## src/sv/interval_usage_timer_bank_assert.svh

```systemverilog
// Assertion macros shared by the usage timer bank RTL.
// Depends on nothing; included by the modules that carry assertions.
`ifndef INTERVAL_USAGE_TIMER_BANK_ASSERT_SVH
`define INTERVAL_USAGE_TIMER_BANK_ASSERT_SVH

`ifndef NO_ASSERTIONS

// Check a property on every rising clock edge outside reset.
`define IVUT_ASSERT(label, clk, rst_n, prop, msg) \
    label: assert property (@(posedge clk) disable iff (!rst_n) (prop)) else $error(msg);

// Check that a condition never holds on a rising clock edge outside reset.
`define IVUT_NEVER(label, clk, rst_n, cond, msg) \
    label: assert property (@(posedge clk) disable iff (!rst_n) !(cond)) else $error(msg);

`else

`define IVUT_ASSERT(label, clk, rst_n, prop, msg)
`define IVUT_NEVER(label, clk, rst_n, cond, msg)

`endif

`endif

```

## src/sv/ivut_pkg.sv

```systemverilog
// Package for the usage timer bank: sizes, payload structs, codes and
// controller/datapath command and status types. Depends on nothing.
package ivut_pkg;

    localparam int ITEM_COUNT = 16;
    localparam int IDX_W      = (ITEM_COUNT > 1) ? $clog2(ITEM_COUNT) : 1;

    typedef enum logic [1:0] {
        MODE_START  = 2'd0,
        MODE_STOP   = 2'd1,
        MODE_CLEAR  = 2'd2,
        MODE_REPORT = 2'd3
    } mode_t;

    typedef enum logic {
        ST_IDLE,
        ST_REPORT
    } state_t;

    typedef struct packed {
        logic [1:0]  mode;
        logic [7:0]  item_index;
        logic [31:0] time_now;
    } req_t;

    typedef struct packed {
        logic [5:0]  item_number;
        logic [31:0] total_time;
        logic        last;
    } rpt_t;

    typedef struct packed {
        logic             ev_start;
        logic             ev_stop;
        logic             ev_clear;
        logic             load_expiry;
        logic             rep_step;
        logic             rep_last;
        logic [IDX_W-1:0] rep_idx;
    } dp_cmd_t;

    typedef struct packed {
        logic out_free;
    } dp_status_t;

endpackage

```

## src/sv/ivut_datapath.sv

```systemverilog
// Datapath of the usage timer bank: per-item stamps, totals, running marks,
// the fold adder and the result register. Depends on ivut_pkg.
module ivut_datapath (
    input  logic                clk,
    input  logic                rst_n,
    input  ivut_pkg::req_t      req,
    input  ivut_pkg::dp_cmd_t   cmd,
    output ivut_pkg::dp_status_t status,
    output logic                rpt_valid,
    output ivut_pkg::rpt_t      rpt,
    input  logic                rpt_stall
);

    logic [31:0]                   stamp_reg [ivut_pkg::ITEM_COUNT];
    logic [31:0]                   acc_reg   [ivut_pkg::ITEM_COUNT];
    logic [ivut_pkg::ITEM_COUNT-1:0] run_reg;
    logic [31:0]                   expiry_reg;
    logic                          rpt_valid_reg;
    ivut_pkg::rpt_t                rpt_reg;

    logic                      idx_ok;
    logic [ivut_pkg::IDX_W-1:0] addr;
    logic [31:0]               t_sel;
    logic [31:0]               rd_stamp;
    logic [31:0]               rd_acc;
    logic                      rd_run;
    logic [31:0]               acc_next;

    assign idx_ok   = {1'b0, req.item_index} < 9'(ivut_pkg::ITEM_COUNT);
    assign addr     = cmd.rep_step ? cmd.rep_idx : req.item_index[ivut_pkg::IDX_W-1:0];
    assign t_sel    = cmd.rep_step ? expiry_reg : req.time_now;
    assign rd_stamp = stamp_reg[addr];
    assign rd_acc   = acc_reg[addr];
    assign rd_run   = run_reg[addr];
    // Fold the elapsed time into the total, wrapping modulo 2^32.
    assign acc_next = rd_acc + (t_sel - rd_stamp);

    assign status.out_free = !rpt_valid_reg || !rpt_stall;

    always_ff @(posedge clk or negedge rst_n)
    begin
        if (!rst_n)
        begin
            for (int i = 0; i < ivut_pkg::ITEM_COUNT; i++)
            begin
                stamp_reg[i] <= '0;
                acc_reg[i]   <= '0;
            end
            run_reg <= '0;
        end
        else
        begin
            if (cmd.ev_clear)
            begin
                for (int i = 0; i < ivut_pkg::ITEM_COUNT; i++)
                begin
                    acc_reg[i] <= '0;
                end
            end
            if (cmd.ev_start && idx_ok)
            begin
                stamp_reg[addr] <= t_sel;
                run_reg[addr]   <= 1'b1;
            end
            if (cmd.ev_stop && idx_ok && rd_run)
            begin
                acc_reg[addr] <= acc_next;
                run_reg[addr] <= 1'b0;
            end
            if (cmd.rep_step && rd_run)
            begin
                acc_reg[addr]   <= acc_next;
                stamp_reg[addr] <= t_sel;
            end
        end
    end

    always_ff @(posedge clk)
    begin
        if (cmd.load_expiry)
        begin
            expiry_reg <= req.time_now;
        end
        if (cmd.rep_step)
        begin
            rpt_reg.item_number <= 6'(cmd.rep_idx);
            rpt_reg.total_time  <= rd_run ? acc_next : rd_acc;
            rpt_reg.last        <= cmd.rep_last;
        end
    end

    always_ff @(posedge clk or negedge rst_n)
    begin
        if (!rst_n)
        begin
            rpt_valid_reg <= 1'b0;
        end
        else if (cmd.rep_step)
        begin
            rpt_valid_reg <= 1'b1;
        end
        else if (!rpt_stall)
        begin
            rpt_valid_reg <= 1'b0;
        end
    end

    assign rpt_valid = rpt_valid_reg;
    assign rpt       = rpt_reg;

endmodule

```

## src/sv/ivut_ctrl.sv

```systemverilog
// Controller of the usage timer bank: accepts requests, issues event strobes
// and walks the items during a report run. Depends on ivut_pkg and the
// assertion header.
`include "interval_usage_timer_bank_assert.svh"

module ivut_ctrl (
    input  logic                 clk,
    input  logic                 rst_n,
    input  logic                 req_valid,
    input  logic [1:0]           mode,
    output logic                 req_stall,
    input  ivut_pkg::dp_status_t status,
    output ivut_pkg::dp_cmd_t    cmd
);

    ivut_pkg::state_t           state_reg, state_next;
    logic [ivut_pkg::IDX_W-1:0] cnt_reg, cnt_next;
    logic                       accept;
    logic                       last_item;

    assign last_item = cnt_reg == ivut_pkg::IDX_W'(ivut_pkg::ITEM_COUNT - 1);

    always_ff @(posedge clk or negedge rst_n)
    begin
        if (!rst_n)
        begin
            state_reg <= ivut_pkg::ST_IDLE;
            cnt_reg   <= '0;
        end
        else
        begin
            state_reg <= state_next;
            cnt_reg   <= cnt_next;
        end
    end

    always_comb
    begin
        state_next      = state_reg;
        cnt_next        = cnt_reg;
        req_stall       = 1'b1;
        accept          = 1'b0;
        cmd             = '0;
        cmd.rep_idx     = cnt_reg;
        cmd.rep_last    = last_item;
        case (state_reg)
            ivut_pkg::ST_IDLE:
            begin
                req_stall = 1'b0;
                accept    = req_valid;
                cmd.ev_start    = accept && (mode == ivut_pkg::MODE_START);
                cmd.ev_stop     = accept && (mode == ivut_pkg::MODE_STOP);
                cmd.ev_clear    = accept && (mode == ivut_pkg::MODE_CLEAR);
                cmd.load_expiry = accept && (mode == ivut_pkg::MODE_REPORT);
                if (cmd.load_expiry)
                begin
                    cnt_next   = '0;
                    state_next = ivut_pkg::ST_REPORT;
                end
            end
            ivut_pkg::ST_REPORT:
            begin
                // Advance one item each time the result register can take it.
                cmd.rep_step = status.out_free;
                if (status.out_free)
                begin
                    cnt_next = ivut_pkg::IDX_W'(cnt_reg + 1'b1);
                    if (last_item)
                    begin
                        cnt_next   = '0;
                        state_next = ivut_pkg::ST_IDLE;
                    end
                end
            end
            default:
            begin
                state_next = ivut_pkg::ST_IDLE;
            end
        endcase
    end

    `IVUT_ASSERT(a_stall_in_report, clk, rst_n, (state_reg == ivut_pkg::ST_REPORT) |-> req_stall, "request accepted during report run")
    `IVUT_ASSERT(a_last_ends_run, clk, rst_n, (cmd.rep_step && cmd.rep_last) |=> (state_reg == ivut_pkg::ST_IDLE), "report run did not end after last item")
    `IVUT_NEVER(a_step_outside_run, clk, rst_n, cmd.rep_step && (state_reg != ivut_pkg::ST_REPORT), "report step outside report run")
    `IVUT_ASSERT(a_run_starts_at_zero, clk, rst_n, cmd.load_expiry |=> (cnt_reg == '0), "report walk not starting at item zero")

endmodule

```

## src/sv/interval_usage_timer_bank.sv

```systemverilog
// Top level of the usage timer bank: joins controller and datapath.
// Depends on ivut_pkg, ivut_ctrl and ivut_datapath.
//
// Usage:
//   Requests arrive on req (mode, item_index, time_now) with req_valid and
//   req_stall; a transfer happens at a clock edge with valid high and stall
//   low. Start, stop and new-interval requests give no result, so they can
//   be sent back to back.
//   A report request walks all ITEM_COUNT items in index order, one per
//   cycle while the result register is free: each running item has its time
//   up to the given expiry folded into its total and its stamp moved to the
//   expiry. Every total leaves on rpt (item_number, total_time, last) with
//   rpt_valid and rpt_stall; last marks the final item. The first result is
//   registered after the controller enters its report state, and req_stall
//   stays high for the whole run.
//   The walk is set by the single read/fold port on the item tables.
//   A stalled result holds in the output register; the walk waits for it.
//   Reset (rst_n low, asynchronous) clears every stamp, total and running
//   mark and drops rpt_valid.
module interval_usage_timer_bank (
    input  logic           clk,
    input  logic           rst_n,
    input  logic           req_valid,
    output logic           req_stall,
    input  ivut_pkg::req_t req,
    output logic           rpt_valid,
    input  logic           rpt_stall,
    output ivut_pkg::rpt_t rpt
);

    // Command strobes from the controller, free-slot status back from the
    // datapath.
    ivut_pkg::dp_cmd_t    cmd;
    ivut_pkg::dp_status_t status;

    ivut_ctrl u_ctrl (
        .clk       (clk),
        .rst_n     (rst_n),
        .req_valid (req_valid),
        .mode      (req.mode),
        .req_stall (req_stall),
        .status    (status),
        .cmd       (cmd)
    );

    ivut_datapath u_datapath (
        .clk       (clk),
        .rst_n     (rst_n),
        .req       (req),
        .cmd       (cmd),
        .status    (status),
        .rpt_valid (rpt_valid),
        .rpt       (rpt),
        .rpt_stall (rpt_stall)
    );

endmodule
```

## config.mk

```make
export PLATFORM = sky130hd
export DESIGN_NAME = interval_usage_timer_bank
export DESIGN_NICKNAME = d
export VERILOG_FILES = /design/src/sv/ivut_pkg.sv /design/src/sv/ivut_datapath.sv /design/src/sv/ivut_ctrl.sv /design/src/sv/interval_usage_timer_bank.sv
export VERILOG_INCLUDE_DIRS = /design/src /design/src/sv
export SDC_FILE = /design/constraint.sdc
export NUM_CORES = 2
export LEC_CHECK = 0
export ABC_CLOCK_PERIOD_IN_PS = 16000
export BUFFER_PORTS_ARGS = -buffer_cell sky130_fd_sc_hd__buf_2
export CAP_MARGIN = 30
export CORE_MARGIN = 1.5
export CORE_UTILIZATION = 50
export CTS_BUF_LIST = sky130_fd_sc_hd__clkbuf_16
export CTS_CLUSTER_SIZE = 24
export DETAILED_ROUTE_END_ITERATION = 7
export PLACE_DENSITY_LB_ADDON = 0.25
export SYNTH_ARGS = -nofsm -noshare
export SYNTH_HDL_FRONTEND = slang
export SYNTH_HIERARCHICAL = 1
export SYNTH_SLANG_ARGS = --single-unit
export TNS_END_PERCENT = 50
```

## constraint.sdc

```tcl
create_clock -name clk -period 16 [get_ports clk]
set_clock_uncertainty 0.1 [all_clocks]
set_input_delay 3.2 -clock clk [delete_from_list [all_inputs] [get_ports clk]]
set_output_delay 3.2 -clock clk [all_outputs]
set_load 0.03 [all_outputs]
```

==> impl_metrics.toml <==
[run_status]
status = "completed"

[sta]
setup_slack_ns = 5.66
finalSetupViolations = 0
rsz0062_at_grt = "no"
slew_headroom = 0.297
clock.fmax_ghz = 0.0967
period_minus_slack_ns = 10.34
worstMarginPinSlew_ns = 1.06
maxSlewViolCount = 0
post-route-period-util = 0.646
fin_tns_setup_ns = 0
hold_viol_final = 0

[global_routing]
antenna_found_initial = 1
grt_remaining_overflow = 0
grt_pass1_wl_mm = 222
grt_pass1_vias = 36468
grt_max_degree = 177
globalRouteTotalUtil = 0.278

[worst_hold_path]
hp-class = "register to register"

[clocking]
h-tree-depth = 3
clockBufferDepth = 3
numCtsBuffers = 115
post_cts_resized = 0
post_cts_buffers = 0
clock_latency_ns = 0.71
cts.sink_count = 1115
clk_pin_slew_ns = 0.06
hold_buffers = 0
cts_root_buffer = "clkbuf_16"
cts_tree = "done"

[logic_synthesis]
yosysTopAreaCellShare = 0.509
synth_cell_types = 81
synth_area_per_cell_um2 = 10.9
syn_area_um2 = 51400
netlist_instances = 4731
synth_most_common_cell = "dfrtp_1"
synth-seq-cells = 1115
synth_seq_area_share = 0.549
synth_area_leaders = "dfrtp_1 51%, mux4_2 11%, a21oi_1 5.7%"
synthFlopType = "dfrtp_1"
synth_common_cells = "1046 x dfrtp_1, 628 x nor2_1, 587 x a21oi_1"
synth-edff-count = 69
yosys_warnings = 6
async_flop_share = 0.938
synth_largest_area_cell = "dfrtp_1"

[route]
avgRoutedWirePerCell_um = 23.6
ant_nets = 0
dr.pass1.iters = 8
wl_mm = 144
via_count = 37363
drc = 0
via_per_inst = 6.14
drt_iter0_drc = 3983

[floorplan]
die_area_um2 = 105000
rows = 117
ioPinCount = 87
die_w_um = 324
start_util = 0.505
die_y_um = 324
core_area_um2 = 102000

[layout]
area.growth.synth_to_final_pct = 10.8
num_antenna_cells = 0
final_area_um2 = 57000
drive_above_1_share = 0.148
finalNetCount = 4729
final_core_util = 0.559

[place]
dpl-instance-area_um2 = 53300
post-place-ws_ns = 4.91
place.gp.congestion = 0.892
hpwl_mm = 80.3
io_buffer_count = 84

[worst_setup_path]
path_cells = "buf_2, nand2_1, nand2_2, inv_6, mux2_8, buf_12, buf_4, mux4_2, o22ai_1, nor2_1, fa_1, inv_1, ha_1, and3_1, nand2_1, a2111oi_1, clkdlybuf4s18_2, nor3_1, o31ai_1, nor2_1, nor3_2, a21oi_1"
slowest_delay_ns = 0.78
worstPathMaxFanout = 90
crit_family = "buffers and inverters"
cp-start-kind = "primary input"
required_ns = 16.30
timing_worst_setup_path_type = "primary input to register"
crit_slowest_cell = "nor3_2"
cp_num_buf_inv = 6
critPathCaptureType = "register"
crit_arrival_ns = 10.64

[flow_run]
cap_violations = 0
## stage by stage
stage                     cells  hold WS [ns]
final                      6085         0.392
after global routing       6085         0.412
after CTS                  6082         0.398
after detailed placement   5867         0.384
after global placement     5848         0.375
after floorplan            4732         0.361
## tightest hold or removal path, stage by stage, from the launching register on
cell and delay (ns):
dfrtp_1 0.34, nand3_1 0.06, o21ai_0 0.06
## metal layers
| layer | track usage | part of all wire | vias up |
|---|---|---|---|
| li1 | - | - | 16829 |
| met1 | 0.411 | 0.44 | 18872 |
| met2 | 0.426 | 0.46 | 1375 |
| met4 | 0.0828 | 0.030 | 0 |
| met5 | 0 | 0 | - |
| met3 | 0.0431 | 0.075 | 287 |
## final timing paths
kind,cells past startpoint,slack (ns),endpoint,startpoint
min in group asynchronous,1,2.42,u_datapath/acc_reg[215],rst_n
worst max-delay path,22,5.66,u_datapath/rpt[31],rpt_stall
worst min register to register,2,0.39,u_datapath/acc_reg[273],u_datapath/acc_reg[273]
worst max register to register,21,7.88,u_datapath/rpt[31],u_datapath/rpt_valid
worst min-delay path,2,0.39,u_datapath/acc_reg[273],u_datapath/acc_reg[273]
max in group asynchronous,5,10.82,u_datapath/acc_reg[258],rst_n
## cells by family (layout without fill, tap and decap cells)
| group | Yosys count | in the layout | share of synthesized area |
|---|---|---|---|
| adders and majority gates | 64 | 64 | 0.0201 |
| DFF | 1115 | 1115 | 0.549 |
| and+or+nand+nor | 1404 | 1404 | 0.121 |
| muxes | 321 | 321 | 0.125 |
| xor gates and xnor gates | 23 | 23 | 0.00392 |
| other | 1 | 2 | 0.0000729 |
| AOI/OAI and AO/OA | 1293 | 1293 | 0.139 |
| buffers and inverters | 510 | 495 | 0.0408 |
## cells in the final DEF, fill, tap and decap left out, drive strengths merged, types with 4 or more instances in the layout
cell type | netlist | layout
a31oi | 29 | 29
a22oi | 37 | 37
clkbuf | 242 | 116
xnor2 | 13 | 13
nand3b | 4 | 4
mux4 | 258 | 258
clkinv | 1 | 54
edfxtp | 69 | 69
nand2b | 7 | 7
o21ai | 471 | 471
or3 | 6 | 6
a221oi | 31 | 31
a21oi | 588 | 588
o22ai | 32 | 32
mux2i | 61 | 61
nand3 | 535 | 535
fa | 31 | 31
bufinv | 0 | 9
o31ai | 19 | 19
inv | 66 | 100
a21o | 13 | 13
dfrtp | 1046 | 1046
nor2 | 645 | 645
and2 | 6 | 6
xor2 | 10 | 10
a22o | 35 | 35
nor3 | 29 | 29
ha | 33 | 33
nand4 | 8 | 8
nand2 | 146 | 146
buf | 201 | 212
## area by class of cell
type / count / area, um^2
clock buffers: 116 / 2900
clock inverters: 99 / 738
fillers: 8684 / 44900
inverters: 67 / 264
multi-input cells: 3107 / 21400
flip-flops and latches: 1115 / 28200
well taps: 1368 / 1710
repair buffers: 213 / 1690
Power is left out: the tool's default activity adds up to more than one toggle a clock period on the data nets, which glitch-free logic cannot reach.
